## config.mk

```make
export PLATFORM = sky130hd
export DESIGN_NAME = c2dzp_mac
export DESIGN_NICKNAME = d
export VERILOG_FILES = /design/src/rtl/c2dzp_pkg.sv /design/src/rtl/c2dzp_mac.sv
export SDC_FILE = /design/constraint.sdc
export NUM_CORES = 2
export LEC_CHECK = 0
export BUFFER_PORTS_ARGS = -buffer_cell sky130_fd_sc_hd__buf_4
export CAP_MARGIN = 20
export CORE_MARGIN = 5
export CORE_UTILIZATION = 45
export CTS_BUF_LIST = sky130_fd_sc_hd__clkbuf_2 sky130_fd_sc_hd__clkbuf_4 sky130_fd_sc_hd__clkbuf_8
export CTS_CLUSTER_DIAMETER = 120
export DETAILED_ROUTE_END_ITERATION = 6
export PLACE_DENSITY_LB_ADDON = 0.08
export SYNTH_ARGS = -nofsm -noshare
export SYNTH_HDL_FRONTEND = slang
export SYNTH_SLANG_ARGS = --single-unit
```

## constraint.sdc

```tcl
create_clock -name clk -period 6.9 [get_ports clk]
set_input_delay 0 -clock clk [delete_from_list [all_inputs] [get_ports clk]]
set_output_delay 0 -clock clk [all_outputs]
set_load 0.01 [all_outputs]
```

## src/rtl/c2dzp_pkg.sv

```systemverilog
`default_nettype none

package c2dzp_pkg;

  // Store dimensions.
  localparam int MAX_WIDTH  = 64;
  localparam int MAX_HEIGHT = 64;
  localparam int MAX_KERNEL = 7;

  // Field widths.
  localparam int ACT_W   = 2;
  localparam int ROW_W   = 6;
  localparam int COL_W   = 6;
  localparam int VALUE_W = 32;
  localparam int FRAC_W  = 16;
  localparam int DIM_W   = 7;
  localparam int KDIM_W  = 3;
  localparam int CFG_IW  = 2;
  localparam int CFG_DW  = 7;

  // Derived widths.
  localparam int IMG_DEPTH = MAX_WIDTH * MAX_HEIGHT;
  localparam int KER_DEPTH = MAX_KERNEL * MAX_KERNEL;
  localparam int IMG_AW    = $clog2(IMG_DEPTH);
  localparam int KER_AW    = $clog2(KER_DEPTH);
  localparam int KIDX_W    = $clog2(MAX_KERNEL + 1);
  localparam int COORD_W   = ROW_W + 2;
  localparam int PROD_W    = 2 * VALUE_W;
  localparam int ACC_W     = PROD_W + $clog2(KER_DEPTH) + 1;
  localparam int SHIFT_W   = ACC_W - FRAC_W;

  // Request actions.
  localparam logic [ACT_W-1:0] ACT_LOAD_IMG = 2'd0;
  localparam logic [ACT_W-1:0] ACT_LOAD_KER = 2'd1;
  localparam logic [ACT_W-1:0] ACT_COMPUTE  = 2'd2;
  localparam logic [ACT_W-1:0] ACT_NONE     = 2'd3;

  // Configuration register indices.
  localparam logic [CFG_IW-1:0] CFG_IMG_W = 2'd0;
  localparam logic [CFG_IW-1:0] CFG_IMG_H = 2'd1;
  localparam logic [CFG_IW-1:0] CFG_KER_W = 2'd2;
  localparam logic [CFG_IW-1:0] CFG_KER_H = 2'd3;

  typedef struct packed {
    logic [ACT_W-1:0]          action;
    logic [ROW_W-1:0]          row;
    logic [COL_W-1:0]          col;
    logic signed [VALUE_W-1:0] value;
  } in_item_t;

  typedef struct packed {
    logic signed [VALUE_W-1:0] pixel_out;
    logic                      saturated;
  } out_item_t;

  // Store write command from the sequencer.
  typedef struct packed {
    logic                      img_we;
    logic                      ker_we;
    logic [IMG_AW-1:0]         img_addr;
    logic [KER_AW-1:0]         ker_addr;
    logic signed [VALUE_W-1:0] data;
  } wr_cmd_t;

  // One kernel tap issued to the stores.
  typedef struct packed {
    logic              valid;
    logic [IMG_AW-1:0] img_addr;
    logic [KER_AW-1:0] ker_addr;
  } tap_t;

  // Operand pair read back from the stores.
  typedef struct packed {
    logic                      valid;
    logic signed [VALUE_W-1:0] img;
    logic signed [VALUE_W-1:0] ker;
  } rd_t;

  // Accumulator control.
  typedef struct packed {
    logic clear;
    logic finish;
  } mac_ctl_t;

endpackage

`default_nettype wire

```

## src/rtl/c2dzp_mac.sv

```systemverilog
`default_nettype none

module c2dzp_mac import c2dzp_pkg::*; (
  input  wire logic     clk,
  input  wire logic     rst_n,
  input  wire rd_t      rd,
  input  wire mac_ctl_t mac_ctl,
  output logic          out_valid,
  output out_item_t     out_data
);

  logic signed [PROD_W-1:0]  prod_r;
  logic                      prod_vld_r;
  logic signed [ACC_W-1:0]   acc_r, acc_nxt;
  logic signed [SHIFT_W-1:0] shifted;
  logic                      fits;
  logic                      out_valid_r;
  out_item_t                 out_r, out_nxt;

  always_ff @(posedge clk) begin
    if (!rst_n) begin
      prod_vld_r <= 1'b0;
    end else begin
      prod_vld_r <= rd.valid;
    end
  end

  always_ff @(posedge clk) begin
    prod_r <= $signed(rd.img) * $signed(rd.ker);
  end

  always_comb begin
    acc_nxt = acc_r;
    if (mac_ctl.clear) begin
      acc_nxt = '0;
    end else if (prod_vld_r) begin
      acc_nxt = acc_r + {{(ACC_W-PROD_W){prod_r[PROD_W-1]}}, prod_r};
    end
  end

  always_ff @(posedge clk) begin
    acc_r <= acc_nxt;
  end

  // Dropping the fraction bits of a two's complement sum rounds toward
  // minus infinity; the rest must fit in 32 bits or it is clipped.
  always_comb begin
    shifted = acc_r[ACC_W-1:FRAC_W];
    fits    = (shifted[SHIFT_W-1:VALUE_W-1] == '0)
           || (shifted[SHIFT_W-1:VALUE_W-1] == '1);
    out_nxt.saturated = !fits;
    if (fits) begin
      out_nxt.pixel_out = shifted[VALUE_W-1:0];
    end else if (shifted[SHIFT_W-1]) begin
      out_nxt.pixel_out = {1'b1, {(VALUE_W-1){1'b0}}};
    end else begin
      out_nxt.pixel_out = {1'b0, {(VALUE_W-1){1'b1}}};
    end
  end

  always_ff @(posedge clk) begin
    if (!rst_n) begin
      out_valid_r <= 1'b0;
    end else begin
      out_valid_r <= mac_ctl.finish;
    end
  end

  always_ff @(posedge clk) begin
    if (mac_ctl.finish) begin
      out_r <= out_nxt;
    end
  end

  assign out_valid = out_valid_r;
  assign out_data  = out_r;

endmodule

`default_nettype wire

```

==> impl_metrics.ini <==
[sta]
skew_ns = 0.0262
fin_crit_sh_pct = 96.8
fmax_mhz = 150
tns_ns = 0
slew_viol_final = 0
setup_viol = 0
relSlewSlack_pct = 27.6
setup_ws_ns = 0.221
min_period_ns = 6.68
tightest_slew_ns = 1.09
finalHoldViolCount = 0

[place]
dp_slack_ns = -0.691
place_congestion = 0.897
port-buffer-count = 102
dp_hpwl_mm = 109
placed_cells = 6370

[global_route]
overflow = 0
grt_pass1_vias = 35000
grt_first_pass_wirelength_mm = 202
grt_max_degree = 68
grt_usage_pct = 24.0
antenna_found_initial = 4

[logic_synthesis]
syn-cell-area_um2 = 45100
synth-async-reset-ratio_pct = 0
ys_seq_area_share_pct = 8.28
synth_top_area_share_pct = 48.1
ys.flop_type = dfxtp_1
ys_warn_count = 0
synth_most_common_cell = fa_1
avgSynthCellArea_um2 = 9.35
syn_inst = 4826
synth_cell_type_count = 78
synth.area.top_cells = fa_1, inv_1, and2_1
synthTopCellsByCount = fa_1, inv_1, nand2_1
synth-seq-cells = 170
synth_top_cell_by_area = fa_1
synth_edf_count = 33
synth_nets = 6232

[detailed_routing]
wire_per_inst_um = 19.6
wirelength_met1_mm = 62.1
routed-wl-met2_mm = 55.0
firstDrtPassIters = 5
vias_per_cell = 5.11
top_layer_used = met5
drt_iter0_drc = 1976
wl_mm = 126
met3WireLength_mm = 6.63
final_antenna_net_count = 0
drc_errors = 0
vias = 32800

[critical_path]
ff2ff_setup_slack_ns = 3.25
cp-start-kind = input pin
slowest_stage = fa_1
worstRegToRegCells = 12
cp.required_ns = 7.33
crit_family = adder cells
cp.depth = 25
timing.critical_path.mode_cell = fa_1
end_kind = register
crit_type = in2reg
cp_num_buf_inv = 6
arrival_ns = 7.11
cpPeakStageDelay_ns = 0.55
cp_max_fo = 13

[worst_hold_path]
worstHoldPathCells = 3
hp-class = in2reg

[cts]
cts_tree = done
clk_latency_ns = 0.51
clk_pin_slew_ns = 0.10
cts_buffer_depth = 2
cts_root_buffer = clkbuf_8
cts_buffers = 17
cts.sinks = 170
cts_max_level = 4

[floorplan]
coreArea_um2 = 99900
pin_count = 103
dieArea_um2 = 107000
die_w_um = 327
initial_utilization_pct = 45.2
die_h_um = 327
core.rowCount = 116

[cells_and_area]
drive_gt1_share_pct = 11.8
area_growth_pct = 12.2
num-fill-cells = 9606
final_cells = 6415
fin_nets = 6507

[outcome]
status = finished clean

[run]
drv_cap = 0
[final timing paths]
check                  start          to
setup / recovery      rd[17]  prod_r[62]
hold / removal         rd[1]   prod_r[1]
setup reg to reg  prod_r[25]   acc_r[70]
hold reg to reg     acc_r[4]    acc_r[4]
[area by class of cell]
| type | instances | area, um2 | area share, % |
|---|---|---|---|
| multi-input cells | 3408 | 36900 | 72.8 |
| flip-flops and latches | 170 | 3740 | 7.38 |
| inverters | 985 | 3700 | 7.31 |
| clock buffers | 20 | 275 | 0.544 |
| repair buffers | 519 | 4270 | 8.43 |
| diodes | 3 | 7.51 | 0.0148 |
| clock inverters | 12 | 149 | 0.294 |
| well taps | 1298 | 1620 | 3.21 |
[cells in the final DEF, fill, tap and decap left out, types with 87 or more instances in the layout]
cell type	Yosys	final
a21o_1	104	104
a21oi_1	131	125
and2_1	524	524
buf_4	0	470
dfxtp_1	137	136
fa_1	1083	1075
ha_1	254	252
inv_1	984	979
nand2_1	579	578
nor2_1	138	136
xnor2_1	87	87
[layer usage]
metal	vias to the layer above	global-route usage (%)
met5	-	0
met4	2	3.76
met3	81	2.74
met2	789	36.8
met1	16900	37.5
li1	15000	-
[cell families (layout without fill, tap and decap cells)]
logic type      after synthesis  after routing  synth area share [%]
simple gates               1416           1416                  15.7
fa+ha+maj                  1337           1337                  55.1
buf+inv                    1248           1536                  10.4
compound gates              470            470                  6.83
flops                       170            170                  8.28
xor+xnor                    137            137                  2.66
mux                          48             48                  1.07
other cells                   0              3                     0
[state kept, by name, summed over array words and instances (netlist names)]
register    flops
prod_r         64
prod_vld_r      1
acc_r          71
out_data       33
out_valid       1
[stage by stage]
step / hold WS (ns) / instance area [um2] / util, %
after floorplan: 0.112 / 45100 / -
after global placement: 0.226 / 49800 / 49.9
after detailed placement: 0.224 / 49800 / 49.9
after CTS: 0.0610 / 50300 / 50.4
after global routing: 0.0927 / 50600 / 50.7
final: 0.0898 / 50600 / 50.7
[worst min-delay path, delay by kind of cell]
family | cells | cell delay, ns
buffers and inverters | 1 | 0.26
adder cells (fa/ha/maj) | 1 | 0.11
AND/OR/NAND/NOR | 1 | 0.18
[timing repair]
action                     in CTS  in global routing
pin swaps                       0                 27
buffers inserted                0                  5
resized for setup               2                 63
hold buffers                    5                  0
setup endpoints to repair       3                 16
hold endpoints to repair       37                  0
Power is left out: the tool's default activity adds up to more than one toggle a clock period on the data nets, which glitch-free logic cannot reach.
