[src/rtl/c2dzp_pkg.sv]
`default_nettype none

package c2dzp_pkg;

  // Store dimensions.
  localparam int MAX_WIDTH  = 64;
  localparam int MAX_HEIGHT = 64;
  localparam int MAX_KERNEL = 7;

  // Field widths.
  localparam int ACT_W   = 2;
  localparam int ROW_W   = 6;
  localparam int COL_W   = 6;
  localparam int VALUE_W = 32;
  localparam int FRAC_W  = 16;
  localparam int DIM_W   = 7;
  localparam int KDIM_W  = 3;
  localparam int CFG_IW  = 2;
  localparam int CFG_DW  = 7;

  // Derived widths.
  localparam int IMG_DEPTH = MAX_WIDTH * MAX_HEIGHT;
  localparam int KER_DEPTH = MAX_KERNEL * MAX_KERNEL;
  localparam int IMG_AW    = $clog2(IMG_DEPTH);
  localparam int KER_AW    = $clog2(KER_DEPTH);
  localparam int KIDX_W    = $clog2(MAX_KERNEL + 1);
  localparam int COORD_W   = ROW_W + 2;
  localparam int PROD_W    = 2 * VALUE_W;
  localparam int ACC_W     = PROD_W + $clog2(KER_DEPTH) + 1;
  localparam int SHIFT_W   = ACC_W - FRAC_W;

  // Request actions.
  localparam logic [ACT_W-1:0] ACT_LOAD_IMG = 2'd0;
  localparam logic [ACT_W-1:0] ACT_LOAD_KER = 2'd1;
  localparam logic [ACT_W-1:0] ACT_COMPUTE  = 2'd2;
  localparam logic [ACT_W-1:0] ACT_NONE     = 2'd3;

  // Configuration register indices.
  localparam logic [CFG_IW-1:0] CFG_IMG_W = 2'd0;
  localparam logic [CFG_IW-1:0] CFG_IMG_H = 2'd1;
  localparam logic [CFG_IW-1:0] CFG_KER_W = 2'd2;
  localparam logic [CFG_IW-1:0] CFG_KER_H = 2'd3;

  typedef struct packed {
    logic [ACT_W-1:0]          action;
    logic [ROW_W-1:0]          row;
    logic [COL_W-1:0]          col;
    logic signed [VALUE_W-1:0] value;
  } in_item_t;

  typedef struct packed {
    logic signed [VALUE_W-1:0] pixel_out;
    logic                      saturated;
  } out_item_t;

  // Store write command from the sequencer.
  typedef struct packed {
    logic                      img_we;
    logic                      ker_we;
    logic [IMG_AW-1:0]         img_addr;
    logic [KER_AW-1:0]         ker_addr;
    logic signed [VALUE_W-1:0] data;
  } wr_cmd_t;

  // One kernel tap issued to the stores.
  typedef struct packed {
    logic              valid;
    logic [IMG_AW-1:0] img_addr;
    logic [KER_AW-1:0] ker_addr;
  } tap_t;

  // Operand pair read back from the stores.
  typedef struct packed {
    logic                      valid;
    logic signed [VALUE_W-1:0] img;
    logic signed [VALUE_W-1:0] ker;
  } rd_t;

  // Accumulator control.
  typedef struct packed {
    logic clear;
    logic finish;
  } mac_ctl_t;

endpackage

`default_nettype wire

[src/rtl/c2dzp_seq.sv]
`default_nettype none

module c2dzp_seq import c2dzp_pkg::*; (
  input  wire logic              clk,
  input  wire logic              rst_n,
  input  wire logic              start,
  output logic                   busy,
  input  wire in_item_t          in_data,
  input  wire logic              cfg_valid,
  input  wire logic [CFG_IW-1:0] cfg_index,
  input  wire logic [CFG_DW-1:0] cfg_data,
  output wr_cmd_t                wr_cmd,
  output tap_t                   tap,
  output mac_ctl_t               mac_ctl
);

  localparam logic [1:0] S_IDLE  = 2'd0;
  localparam logic [1:0] S_RUN   = 2'd1;
  localparam logic [1:0] S_DRAIN = 2'd2;

  // Drain count at which the accumulator holds the full sum.
  localparam logic [1:0] DRAIN_LAST = 2'd2;

  logic [1:0]        state_r, state_nxt;
  logic [1:0]        drain_r, drain_nxt;
  logic [KIDX_W-1:0] kx_r, kx_nxt;
  logic [KIDX_W-1:0] ky_r, ky_nxt;
  logic [ROW_W-1:0]  row_r, row_nxt;
  logic [COL_W-1:0]  col_r, col_nxt;
  logic [DIM_W-1:0]  iw_r, ih_r;
  logic [KDIM_W-1:0] kw_r, kh_r;

  logic [DIM_W-1:0]          iw_eff, ih_eff;
  logic [KDIM_W-1:0]         kw_eff, kh_eff;
  logic [KDIM_W-1:0]         ax, ay;
  logic signed [COORD_W-1:0] ty, tx;
  logic                      tap_in_img;
  logic                      accept;
  logic                      last_tap;

  always_ff @(posedge clk) begin
    if (!rst_n) begin
      iw_r <= DIM_W'(64);
      ih_r <= DIM_W'(64);
      kw_r <= KDIM_W'(3);
      kh_r <= KDIM_W'(3);
    end else if (cfg_valid) begin
      unique case (cfg_index)
        CFG_IMG_W: iw_r <= cfg_data;
        CFG_IMG_H: ih_r <= cfg_data;
        CFG_KER_W: kw_r <= cfg_data[KDIM_W-1:0];
        CFG_KER_H: kh_r <= cfg_data[KDIM_W-1:0];
        default:   iw_r <= iw_r;
      endcase
    end
  end

  // Register values outside their range are pulled to the nearest bound.
  always_comb begin
    iw_eff = iw_r;
    ih_eff = ih_r;
    kw_eff = kw_r;
    kh_eff = kh_r;
    if (iw_r == '0) iw_eff = DIM_W'(1);
    else if (32'(iw_r) > 32'(MAX_WIDTH)) iw_eff = DIM_W'(MAX_WIDTH);
    if (ih_r == '0) ih_eff = DIM_W'(1);
    else if (32'(ih_r) > 32'(MAX_HEIGHT)) ih_eff = DIM_W'(MAX_HEIGHT);
    if (kw_r == '0) kw_eff = KDIM_W'(1);
    else if (32'(kw_r) > 32'(MAX_KERNEL)) kw_eff = KDIM_W'(MAX_KERNEL);
    if (kh_r == '0) kh_eff = KDIM_W'(1);
    else if (32'(kh_r) > 32'(MAX_KERNEL)) kh_eff = KDIM_W'(MAX_KERNEL);
  end

  assign ax = kw_eff >> 1;
  assign ay = kh_eff >> 1;

  assign busy   = (state_r != S_IDLE);
  assign accept = start && !busy;

  // Loads go straight to the stores in the cycle they are accepted.
  always_comb begin
    wr_cmd.img_we = accept && (in_data.action == ACT_LOAD_IMG)
                    && (32'(in_data.row) < 32'(MAX_HEIGHT))
                    && (32'(in_data.col) < 32'(MAX_WIDTH));
    wr_cmd.ker_we = accept && (in_data.action == ACT_LOAD_KER)
                    && (32'(in_data.row) < 32'(MAX_KERNEL))
                    && (32'(in_data.col) < 32'(MAX_KERNEL));
    wr_cmd.img_addr = IMG_AW'(in_data.row) * IMG_AW'(MAX_WIDTH) + IMG_AW'(in_data.col);
    wr_cmd.ker_addr = KER_AW'(in_data.row) * KER_AW'(MAX_KERNEL) + KER_AW'(in_data.col);
    wr_cmd.data     = in_data.value;
  end

  // Image position of the tap around the output pixel.
  always_comb begin
    ty = COORD_W'(row_r) + COORD_W'(ky_r) - COORD_W'(ay);
    tx = COORD_W'(col_r) + COORD_W'(kx_r) - COORD_W'(ax);
    tap_in_img = !ty[COORD_W-1] && (ty[COORD_W-2:0] < (COORD_W-1)'(ih_eff))
              && !tx[COORD_W-1] && (tx[COORD_W-2:0] < (COORD_W-1)'(iw_eff));
    tap.valid    = (state_r == S_RUN) && tap_in_img;
    tap.img_addr = IMG_AW'(ty[ROW_W-1:0]) * IMG_AW'(MAX_WIDTH) + IMG_AW'(tx[COL_W-1:0]);
    tap.ker_addr = KER_AW'(ky_r) * KER_AW'(MAX_KERNEL) + KER_AW'(kx_r);
  end

  assign last_tap = (kx_r == kw_eff - KDIM_W'(1)) && (ky_r == kh_eff - KDIM_W'(1));

  always_comb begin
    state_nxt = state_r;
    drain_nxt = drain_r;
    kx_nxt    = kx_r;
    ky_nxt    = ky_r;
    row_nxt   = row_r;
    col_nxt   = col_r;
    mac_ctl.clear  = 1'b0;
    mac_ctl.finish = 1'b0;
    unique case (state_r)
      S_IDLE: begin
        if (accept && (in_data.action == ACT_COMPUTE)) begin
          state_nxt     = S_RUN;
          kx_nxt        = '0;
          ky_nxt        = '0;
          row_nxt       = in_data.row;
          col_nxt       = in_data.col;
          mac_ctl.clear = 1'b1;
        end
      end
      S_RUN: begin
        if (last_tap) begin
          state_nxt = S_DRAIN;
          drain_nxt = '0;
        end else if (kx_r == kw_eff - KDIM_W'(1)) begin
          kx_nxt = '0;
          ky_nxt = ky_r + KIDX_W'(1);
        end else begin
          kx_nxt = kx_r + KIDX_W'(1);
        end
      end
      S_DRAIN: begin
        if (drain_r == DRAIN_LAST) begin
          state_nxt      = S_IDLE;
          mac_ctl.finish = 1'b1;
        end else begin
          drain_nxt = drain_r + 2'd1;
        end
      end
      default: state_nxt = S_IDLE;
    endcase
  end

  always_ff @(posedge clk) begin
    if (!rst_n) begin
      state_r <= S_IDLE;
      drain_r <= '0;
      kx_r    <= '0;
      ky_r    <= '0;
    end else begin
      state_r <= state_nxt;
      drain_r <= drain_nxt;
      kx_r    <= kx_nxt;
      ky_r    <= ky_nxt;
    end
  end

  always_ff @(posedge clk) begin
    row_r <= row_nxt;
    col_r <= col_nxt;
  end

endmodule

`default_nettype wire

[config.mk]
export PLATFORM = sky130hd
export DESIGN_NAME = c2dzp_seq
export DESIGN_NICKNAME = d
export VERILOG_FILES = /design/src/rtl/c2dzp_pkg.sv /design/src/rtl/c2dzp_seq.sv
export SDC_FILE = /design/constraint.sdc
export NUM_CORES = 1
export LEC_CHECK = 0
export ABC_AREA = 1
export BUFFER_PORTS_ARGS = -buffer_cell sky130_fd_sc_hd__buf_2
export CORE_UTILIZATION = 30
export DETAILED_ROUTE_END_ITERATION = 8
export PLACE_DENSITY = 0.56
export REMOVE_ABC_BUFFERS = 1
export SYNTH_ARGS = -nofsm -noshare
export SYNTH_HDL_FRONTEND = slang
export SYNTH_SLANG_ARGS = --single-unit
[constraint.sdc]
create_clock -name clk -period 4.6 [get_ports clk]
set_input_delay 0.92 -clock clk [delete_from_list [all_inputs] [get_ports clk]]
set_output_delay 0.92 -clock clk [all_outputs]
set_load 0.03 [all_outputs]
==> out/qor.yml <==
slowest_stage: "fa_1"
drtIter0Drc: 158
fill_cells: 1336
drive_gt1_share_pct: 20.7
synth_top_family_by_area: "adder cells"
multiInputGateArea_sq_um: 2360
setup_slack_ns: 0.288
path_clk_slew_ns: 0.06
ff_latch_area_sq_um: 963
maxSlewViolCount: 0
hold_class: "reg2reg"
p_seq_share_pct: 30.8
dp_slack_ns: 0.297
worst-setup-path-type: "reg2out"
cp_common_cell: "nor2_1"
synth_area_sq_um: 3970
synth_fa_ha_area_share_pct: 24.6
yosys-top-cells-count: "79 x inv_1, 77 x nand2_1, 54 x ha_1"
syn_inst: 505
coreArea_sq_um: 12800
die_x_microns: 117
min-delay-start: "ih_r[3]"
cts.htree.levels: 2
tritoncts: "yes"
drc_errors: 0
dpl_cell_area_sq_um: 4190
rsz0062_at_grt: "false"
critPathMaxStageDelay_ns: 0.53
crit_path_start_kind: "flop"
grt_pass1_wl_microns: 16100
setup_viol: 0
initial_core_util_pct: 31.1
finClkSkew_ns: 0.00278
fin_hold_ws_ns: 0.480
cpLargestDelayFamily: "adder cells"
synthXorXnorAreaFrac_pct: 4.63
antennaDiodeCount: 0
cp.required_ns: 3.68
routed_wl_microns: 9920
dp_hpwl_microns: 8130
fin_tns_setup_ns: 0
final_util_pct: 34.2
drv_cap: 0
end_kind: "primary output"
die_area_sq_um: 13700
power.density_nw_per_um2: 307
grt_max_degree: 25
gp_congestion: 0.873
cp_max_fo: 6
synth_top_area_share_pct: 17.0
synth_area_leader_cell: "ha_1"
yosysMostFrequentCell: "inv_1"
rows: 41
min_period_ns: 4.31
combPwrFrac_pct: 38.8
yosys.area_share.simple_pct: 21.3
p_sw_uw: 517
dr.pass1.iters: 4
ys.flop_type: "dfxtp_1"
status: "finished, final reports clean"
synth_edf_count: 12
ant_nets: 0
vias_per_cell: 4.57
fin_nets: 662
io_pins: 133
period_share_pct: 93.7
hold_path_end: "ih_r[3]"
cts.sinks: 42
muxShareOfSynthArea_pct: 0
r2r_cells: 13
avgSynthCellArea_sq_um: 7.87
path_cells: "inv_1, fa_1, fa_1, o21ai_2, a21oi_1, nor2_1, nor2_1, xor2_1, ha_1, nor3_2, nand4_1, nor3b_2, nand2_1, nor2_1, buf_4"
vias: 3234
cts_root_buf: "clkbuf_16"
whs_path_depth: 2
antenna_found_initial: 0
die_y_microns: 117
arrival_ns: 3.39
grt_use_total_pct: 15.5
ys_types: 34
post_cts_buffers: 0
timing.fmax_mhz: 232
cts.path.max_buffers: 2
synth_compound_area_share_pct: 8.63
clk_latency_ns: 0.29
worst_ir_drop_vdd_mv: 0.151
worst_pin_slew_ns: 0.568
r2r-end: "ky_r[1]"
p_leak_uw: 0.00221
r2r_start: "kh_r[1]"
synth_area_leaders: "ha_1 17%, dfxtp_1 15%, edfxtp_1 9.1%"
ys_warn_count: 0
area_delta_synth_final_pct: 9.98
crit_buf_inv: 2
ys_seq_elements: 42
p_sw_share_pct: 38.5
async_reset_ff_share_pct: 0
postCtsHoldBufs: 0
synth_seq_area_share_pct: 24.2
port_buffers: 68
intPower_uw: 825
stdcell_area_sq_um: 4370
grt_overflow_total: 0
clock_power_share_pct: 30.4
grt_pass1_vias: 3167
hold_violations: 0
reg2reg_slack_ns: 2.74
max_slew_margin_pct: 61.9
wl_per_cell_microns: 14.0
cts_inserted_buffers: 5
==> worst reg2reg max path, stage by stage, from the launching register on <==
cell,delay (ns)
dfxtp_1,0.32
inv_1,0.10
nand2_2,0.07
nand2_1,0.08
inv_1,0.05
ha_1,0.29
xor2_1,0.13
nand2_1,0.08
nor2_2,0.19
nand3_4,0.14
nand3_2,0.13
nand2_1,0.07
nand2_1,0.08
nor2_2,0.03
==> routing by layer <==
metal / vias up / share of wire [%] / global-route usage, %
met3: 11 / 8.5 / 5.72
met1: 1462 / 47 / 20.2
met4: 0 / 1.5 / 4.47
met2: 125 / 43 / 23.7
li1: 1636 / - / -
met5: - / 0 / 2.59
==> power groups by stage <==
stage / logic, uW / clock network [uW] / registers [uW]
after floorplan: 369 / 0 / 417
after global placement: 512 / 0 / 422
after detailed placement: 519 / 0 / 421
after CTS: 523 / 418 / 413
after global routing: 581 / 434 / 416
final: 520 / 408 / 414
==> cells in the final DEF, fill, tap and decap left out, types with 2 or more instances in the layout <==
cell type / n
a21oi_1: 27
buf_2: 67
clkbuf_16: 5
clkinv_2: 2
dfxtp_1: 28
dfxtp_2: 2
edfxtp_1: 12
fa_1: 14
ha_1: 54
inv_1: 79
inv_2: 6
nand2_1: 77
nand2_2: 6
nand3_1: 26
nand3_2: 2
nand3_4: 2
nand4_1: 3
nor2_1: 45
nor2_2: 4
nor2_4: 2
nor3_2: 5
nor4_1: 2
o211ai_1: 6
o21a_1: 2
o21ai_0: 19
o21ai_1: 2
o21ai_2: 2
o21bai_1: 2
o221ai_1: 2
or2_2: 2
xnor2_1: 7
xor2_1: 14
==> kinds of logic after synthesis <==
group | count (synthesis)
buffers and inverters | 132
adder cells (fa/ha/maj) | 69
XOR/XNOR | 21
AO/OA/AOI/OAI | 62
AND/OR/NAND/NOR | 179
flip-flops | 42
==> registers in the layout, summed over array words and instances (netlist names) <==
| register | count |
|---|---|
| ky_r | 3 |
| kx_r | 3 |
| col_r | 6 |
| state_r | 2 |
| kh_r | 3 |
| kw_r | 3 |
| drain_r | 2 |
| iw_r | 7 |
| row_r | 6 |
| ih_r | 7 |
==> stage by stage <==
| step | total power (uW) | std cells |
|---|---|---|
| floorplan | 785 | 459 |
| global placement | 933 | 699 |
| detailed placement | 941 | 699 |
| CTS | 1350 | 707 |
| global route | 1430 | 707 |
| finish | 1340 | 707 |
==> final cells by class <==
class	count	share of cell area (%)
timing repair buffer	68	7.85
sequential	42	22.1
inverter	86	7.39
clock inverter	3	0.916
multi-input combinational	331	54.0
clock buffer	5	2.86
tap	172	4.93
==> worst max-delay path by stage <==
stage | startpoint | end | slack, ns | depth (start not counted)
global route | col_r[0] | tap[18] | 0.02 | 20
detailed placement | kx_r[1] | tap[18] | 0.30 | 17
CTS | kx_r[1] | tap[18] | 0.06 | 17
finish | ky_r[1] | tap[18] | 0.29 | 15
global placement | kx_r[1] | tap[18] | 0.39 | 17
floorplan | ky_r[1] | tap[18] | 0.14 | 11
==> repair_timing <==
item                                   in CTS  in global routing
pin swaps                                   0                  0
resized for setup                           2                  7
setup endpoints to repair                   1                  1
endpoints found under the hold margin       0                  0
Power figures use the tool's default switching activity.
